==> src/rtl/sfid_pkg.sv <==
`timescale 1ns / 1ps
// ----------------------------------------------------------------------------
// sfid_pkg
// Shared types and constants for the smallest free identifier allocator.
// ----------------------------------------------------------------------------
package sfid_pkg;

    localparam int IDENT_W  = 16;
    localparam int STATUS_W = 3;

    typedef enum logic {
        CMD_TAKE   = 1'b0,
        CMD_RETURN = 1'b1
    } t_cmd;

    typedef enum logic [STATUS_W-1:0] {
        ST_TAKEN     = 3'd0,
        ST_RETURNED  = 3'd1,
        ST_IGNORED   = 3'd2,
        ST_FULL      = 3'd3,
        ST_EXHAUSTED = 3'd4
    } t_status;

    typedef enum logic {
        HEAP_PUSH = 1'b0,
        HEAP_POP  = 1'b1
    } t_heap_op;

    typedef struct packed {
        logic     start;
        t_heap_op op;
    } t_heap_req;

    typedef struct packed {
        logic done;
        logic empty;
        logic full;
    } t_heap_rsp;

endpackage

==> src/rtl/sfid_heap.sv <==
`timescale 1ns / 1ps
// ----------------------------------------------------------------------------
// sfid_heap
// Min-heap of returned identifiers in a single memory, sifted one level at a
// time by a small sequencer with one registered read port.
// ----------------------------------------------------------------------------
module sfid_heap #(
    parameter int ID_WIDTH    = 16,
    parameter int STORE_DEPTH = 256
) (
    input  logic                i_clk,
    input  logic                i_rst_n,
    input  sfid_pkg::t_heap_req i_req,
    input  logic [ID_WIDTH-1:0] i_value,
    output sfid_pkg::t_heap_rsp o_rsp,
    output logic [ID_WIDTH-1:0] o_top
);
    import sfid_pkg::*;

    localparam int IW  = (STORE_DEPTH > 2) ? $clog2(STORE_DEPTH) : 1;
    localparam int CW  = $clog2(STORE_DEPTH + 1);
    localparam int CXW = IW + 2;

    typedef enum logic [3:0] {
        H_IDLE,
        H_UP_CHK,
        H_UP_CMP,
        H_DN_LAST,
        H_DN_SET,
        H_DN_C,
        H_DN_L,
        H_DN_R,
        H_DN_CMP
    } t_hstate;

    t_hstate             r_state;
    logic [CW-1:0]       r_count;
    logic [IW-1:0]       r_i;
    logic [IW-1:0]       r_ci;
    logic [ID_WIDTH-1:0] r_val;
    logic [ID_WIDTH-1:0] r_cv;
    logic [ID_WIDTH-1:0] r_top;
    logic                r_done;

    logic [ID_WIDTH-1:0] r_heap [STORE_DEPTH];
    logic [ID_WIDTH-1:0] r_rd_data;

    logic [IW-1:0]       up_idx;
    logic [CXW-1:0]      c_ext;
    logic [CXW-1:0]      c1_ext;
    logic [CXW-1:0]      cnt_ext;
    logic [IW-1:0]       rd_addr;
    logic                we;
    logic [IW-1:0]       wa;
    logic [ID_WIDTH-1:0] wd;

    assign up_idx  = (r_i - IW'(1)) >> 1;
    assign c_ext   = {1'b0, r_i, 1'b1};
    assign c1_ext  = c_ext + CXW'(1);
    assign cnt_ext = CXW'(r_count);

    // read address and write port per sequencer step
    always_comb begin
        rd_addr = '0;
        we      = 1'b0;
        wa      = r_i;
        wd      = r_val;
        case (r_state)
            H_UP_CHK: begin
                rd_addr = up_idx;
                if (r_i == '0) begin
                    we = 1'b1;
                end
            end
            H_UP_CMP: begin
                we = 1'b1;
                if (r_rd_data > r_val) begin
                    wd = r_rd_data;
                end
            end
            H_DN_LAST: begin
                rd_addr = IW'(r_count - CW'(1));
            end
            H_DN_C: begin
                rd_addr = c_ext[IW-1:0];
                if (c_ext >= cnt_ext) begin
                    we = 1'b1;
                end
            end
            H_DN_L: begin
                rd_addr = c1_ext[IW-1:0];
            end
            H_DN_CMP: begin
                we = 1'b1;
                if (r_val > r_cv) begin
                    wd = r_cv;
                end
            end
            default: begin
                rd_addr = '0;
            end
        endcase
    end

    always_ff @(posedge i_clk) begin
        if (we) begin
            r_heap[wa] <= wd;
        end
        r_rd_data <= r_heap[rd_addr];
    end

    // r_val holds the value being placed: the pushed one, or the last entry on pop
    always_ff @(posedge i_clk) begin
        if (!i_rst_n) begin
            r_state <= H_IDLE;
            r_count <= '0;
            r_done  <= 1'b0;
        end else begin
            r_done <= 1'b0;
            case (r_state)
                H_IDLE: begin
                    if (i_req.start) begin
                        if (i_req.op == HEAP_PUSH) begin
                            r_i     <= r_count[IW-1:0];
                            r_val   <= i_value;
                            r_count <= r_count + CW'(1);
                            r_state <= H_UP_CHK;
                        end else begin
                            r_state <= H_DN_LAST;
                        end
                    end
                end
                H_UP_CHK: begin
                    if (r_i == '0) begin
                        r_done  <= 1'b1;
                        r_state <= H_IDLE;
                    end else begin
                        r_state <= H_UP_CMP;
                    end
                end
                H_UP_CMP: begin
                    if (r_rd_data <= r_val) begin
                        r_done  <= 1'b1;
                        r_state <= H_IDLE;
                    end else begin
                        r_i     <= up_idx;
                        r_state <= H_UP_CHK;
                    end
                end
                H_DN_LAST: begin
                    r_top   <= r_rd_data;
                    r_state <= H_DN_SET;
                end
                H_DN_SET: begin
                    r_val   <= r_rd_data;
                    r_count <= r_count - CW'(1);
                    r_i     <= '0;
                    r_state <= H_DN_C;
                end
                H_DN_C: begin
                    if (c_ext >= cnt_ext) begin
                        r_done  <= 1'b1;
                        r_state <= H_IDLE;
                    end else begin
                        r_state <= H_DN_L;
                    end
                end
                H_DN_L: begin
                    r_cv <= r_rd_data;
                    r_ci <= c_ext[IW-1:0];
                    if (c1_ext < cnt_ext) begin
                        r_state <= H_DN_R;
                    end else begin
                        r_state <= H_DN_CMP;
                    end
                end
                H_DN_R: begin
                    if (r_rd_data < r_cv) begin
                        r_cv <= r_rd_data;
                        r_ci <= c1_ext[IW-1:0];
                    end
                    r_state <= H_DN_CMP;
                end
                H_DN_CMP: begin
                    if (r_val <= r_cv) begin
                        r_done  <= 1'b1;
                        r_state <= H_IDLE;
                    end else begin
                        r_i     <= r_ci;
                        r_state <= H_DN_C;
                    end
                end
                default: begin
                    r_state <= H_IDLE;
                end
            endcase
        end
    end

    assign o_rsp.done  = r_done;
    assign o_rsp.empty = (r_count == '0);
    assign o_rsp.full  = (r_count >= CW'(STORE_DEPTH));
    assign o_top       = r_top;

endmodule
==> config.mk <==
export PLATFORM = sky130hd
export DESIGN_NAME = sfid_heap
export DESIGN_NICKNAME = d
export VERILOG_FILES = /design/src/rtl/sfid_pkg.sv /design/src/rtl/sfid_heap.sv
export SDC_FILE = /design/constraint.sdc
export NUM_CORES = 2
export LEC_CHECK = 0
export BUFFER_PORTS_ARGS = -buffer_cell sky130_fd_sc_hd__buf_2
export CORE_ASPECT_RATIO = 0.7
export CORE_UTILIZATION = 50
export CTS_BUF_LIST = sky130_fd_sc_hd__clkbuf_8
export CTS_CLUSTER_SIZE = 30
export DETAILED_ROUTE_END_ITERATION = 6
export PLACE_DENSITY = 0.73
export SLEW_MARGIN = 20
export SYNTH_ARGS = -nofsm -noshare
export SYNTH_HDL_FRONTEND = slang
export SYNTH_SLANG_ARGS = --single-unit
==> constraint.sdc <==
create_clock -name i_clk -period 13.1 [get_ports i_clk]
set_input_delay 1.31 -clock i_clk [delete_from_list [all_inputs] [get_ports i_clk]]
set_output_delay 1.31 -clock i_clk [all_outputs]
set_load 0.03 [all_outputs]
==> results.sh <==
export IMPL_syn_avg_cell_area_um2=13.65
export IMPL_yosys_warnings=0
export IMPL_setup_viol=0
export IMPL_fin_cells=17640
export IMPL_yosysSeqAreaShare_pct=74.07
export IMPL_wl_per_cell_um=30.80
export IMPL_via_count=114700
export IMPL_grt_pass1_wl_um=763700
export IMPL_tightest_slew_ns=1.562
export IMPL_synth_top_family_by_area="simple AND/OR/NAND/NOR gates"
export IMPL_finalCriticalPeriod_ns=7.441
export IMPL_cp_end_kind="flip-flop"
export IMPL_cp_top_family="simple AND/OR/NAND/NOR gates"
export IMPL_status="complete, but fails checks"
export IMPL_ioPinCount=39
export IMPL_drtIter0Drc=21180
export IMPL_drc=0
export IMPL_fmax_mhz=134.4
export IMPL_synth_cells=12410
export IMPL_muxShareOfSynthArea_pct=3.091
export IMPL_yosys_area_top_type_share_pct=73.72
export IMPL_synth_seq_cells=4190
export IMPL_min_period_over_period_pct=56.80
export IMPL_violations="slew limit"
export IMPL_dr_pass1_iters=7
export IMPL_clkLatencyLatePin_ns=1.13
export IMPL_crit_type="reg2reg"
export IMPL_synth_edff_count=4160
export IMPL_post_cts_resized=0
export IMPL_leakage_nw=64.58
export IMPL_grt_max_degree=209
export IMPL_critPathBufInv=5
export IMPL_fill_cells=25980
export IMPL_required_ns=14.10
export IMPL_synthAdderAreaFrac_pct=0.5242
export IMPL_gr_total_overflow=0
export IMPL_place_port_buffers=38
export IMPL_synthFlopType="edfxtp_1"
export IMPL_startpoint_type="flip-flop"
export IMPL_numCtsBuffers=590
export IMPL_nets=12790
export IMPL_finalHoldViolations=0
export IMPL_layout_drive_gt1_share_pct=13.14
export IMPL_drv_slew=2
export IMPL_cts_max_path_buffers=4
export IMPL_synth_compound_area_share_pct=6.171
export IMPL_antenna_found_initial=43
export IMPL_synth_simple_gate_area_share_pct=13.67
export IMPL_wirelength_um=543500
export IMPL_ant_nets=0
export IMPL_hp_class="in2reg"
export IMPL_dp_hpwl_um=314700
export IMPL_viasPerCell=6.500
export IMPL_relSlewSlack_pct=-4.117
export IMPL_synth_common_cells="edfxtp_1, nand2_1, nand3_1"
export IMPL_ir_worst_vdd_uv=132.5
export IMPL_rsz0062_at_grt="false"
export IMPL_critical_path_cell_chain="inv_1, ha_1, or3b_1, nand3_4, buf_12, buf_4, buf_4, mux2i_1, a221oi_1, a31oi_1, a22o_1, nor3_1, buf_4, o2111ai_1, nor4_1"
export IMPL_finalClockSkew_ns=0.08199
export IMPL_clock_root_buffer="clkbuf_8"
export IMPL_yosysTopAreaCell="edfxtp_1"
export IMPL_die_w_um=697.8
export IMPL_routabilityCongestion=0.9859
export IMPL_tritoncts="done"
export IMPL_grt_usage_pct=30.90
export IMPL_grt_pass1_vias=104600
export IMPL_post_cts_setup_buffers=0
export IMPL_post_place_cells=16600
export IMPL_timing_setup_tns_ns=0
export IMPL_synth_cell_type_count=89
export IMPL_num_rows=178
export IMPL_dp_slack_ns=5.982
export IMPL_critPathSlowestCell="nor3_1"
export IMPL_cpMostUsedCell="buf_4"
export IMPL_die_area_um2=341300
export IMPL_arrival_ns=8.44
export IMPL_setup_ws_ns=5.659
export IMPL_core_area_um2=336500
export IMPL_start_util_pct=50.36
export IMPL_die_y_um=489.1
export IMPL_syn_nets=12510
export IMPL_slowest_delay_ns=0.95
export IMPL_yosysMostFrequentCell="edfxtp_1"
export IMPL_area_delta_synth_final_pct=11.31
export IMPL_synth_cell_area_um2=169500
export IMPL_power_density_nw_per_um2=159.6
export IMPL_synth_xor_xnor_area_share_pct=0.1189
export IMPL_max_cap_viol_count=0
export IMPL_async_reset_ff_share_pct=0
export IMPL_clk_pin_slew_ns=0.07
export IMPL_numClockSinks=4190
export IMPL_h_tree_depth=6
export IMPL_holdBufCountCts=0
export IMPL_yosys_top_cells_area="edfxtp_1, nand2_1, nand3_1"
export IMPL_path_max_fanout=131
==> registers in the layout, indices dropped and copies added (netlist names) <==
signal / count
o_top: 16
r_ci: 8
r_count: 9
r_cv: 16
r_done: 1
r_heap: 4096
r_i: 8
r_rd_data: 16
r_state: 4
r_val: 16
==> worst paths after layout <==
kind | from | endpoint | cells after the start | slack (ns)
max | r_i[0] | r_rd_data[9] | 15 | 5.66
min | i_value[4] | r_val[4] | 3 | 0.49
max reg2reg | r_i[0] | r_rd_data[9] | 15 | 5.66
min reg2reg | r_ci[3] | r_i[3] | 1 | 0.55
==> metrics by stage <==
step	cell area [µm²]	power [W]	hold WS, ns	util (%)
after floorplan	169500	0.01886	0.4615	-
after global placement	177900	0.02051	0.5401	52.86
after detailed placement	178000	0.02059	0.5356	52.89
after CTS	188400	0.02984	0.4354	55.98
after global routing	188600	0.03081	0.4962	56.04
final	188600	0.03011	0.4907	56.05
==> power breakdown <==
part	internal [W]	total, W	switching, W
Sequential	0.0153	0.0154	0.000165
Combinational	0.00120	0.00515	0.00394
Clock	0.00451	0.00953	0.00502
Total	0.0210	0.0301	0.00912
==> worst min-delay path: cells and delay by family <==
kind                   cells  cell delay, ns
buffers and inverters      1            0.08
and+or+nand+nor            2            0.10
==> metal layers <==
| metal | track usage [%] | up-vias | part of all wire, % |
|---|---|---|---|
| met5 | 0.4306 | - | 0.14 |
| met4 | 10.85 | 54 | 3.9 |
| met3 | 14.61 | 1278 | 19 |
| met2 | 41.30 | 9861 | 40 |
| met1 | 43.90 | 56050 | 37 |
| li1 | - | 47440 | - |
==> logic make-up after synthesis <==
| family | Yosys count |
|---|---|
| AO/OA/AOI/OAI | 1404 |
| XOR/XNOR | 23 |
| adder cells (fa/ha/maj) | 71 |
| buffers and inverters | 932 |
| flip-flops | 4190 |
| multiplexers | 493 |
| AND/OR/NAND/NOR | 5301 |
==> area by class of cell <==
| class | instances | area (µm²) | share of cell area (%) |
|---|---|---|---|
| sequential | 4190 | 125500 | 66.54 |
| multi-input combinational | 7292 | 42140 | 22.34 |
| clock buffer | 612 | 8423 | 4.465 |
| tap | 4500 | 5630 | 2.985 |
| timing repair buffer | 574 | 4681 | 2.481 |
| clock inverter | 409 | 2003 | 1.062 |
| inverter | 50 | 187.7 | 0.09950 |
| antenna | 17 | 42.54 | 0.02255 |
==> cell usage in the layout (no fill, tap or decap), types with 26 or more instances in the layout <==
| cell type | instances |
|---|---|
| a211oi_1 | 73 |
| a21boi_0 | 55 |
| a21oi_1 | 178 |
| a221oi_1 | 108 |
| a22oi_1 | 62 |
| a311oi_1 | 96 |
| a31oi_1 | 137 |
| a32o_1 | 52 |
| a32oi_1 | 99 |
| and3_1 | 147 |
| buf_12 | 32 |
| buf_2 | 38 |
| buf_4 | 495 |
| clkbuf_8 | 612 |
| clkinv_1 | 128 |
| clkinv_2 | 45 |
| dfxtp_1 | 30 |
| edfxtp_1 | 4160 |
| ha_1 | 71 |
| inv_1 | 244 |
| mux2_2 | 43 |
| mux2i_1 | 430 |
| nand2_1 | 3074 |
| nand3_1 | 1490 |
| nand4_1 | 52 |
| nor2_1 | 49 |
| nor3_1 | 41 |
| nor3_2 | 246 |
| nor3_4 | 26 |
| o211ai_1 | 73 |
| o21ai_0 | 122 |
| o31a_1 | 44 |
(Power assumes the default switching activity.)
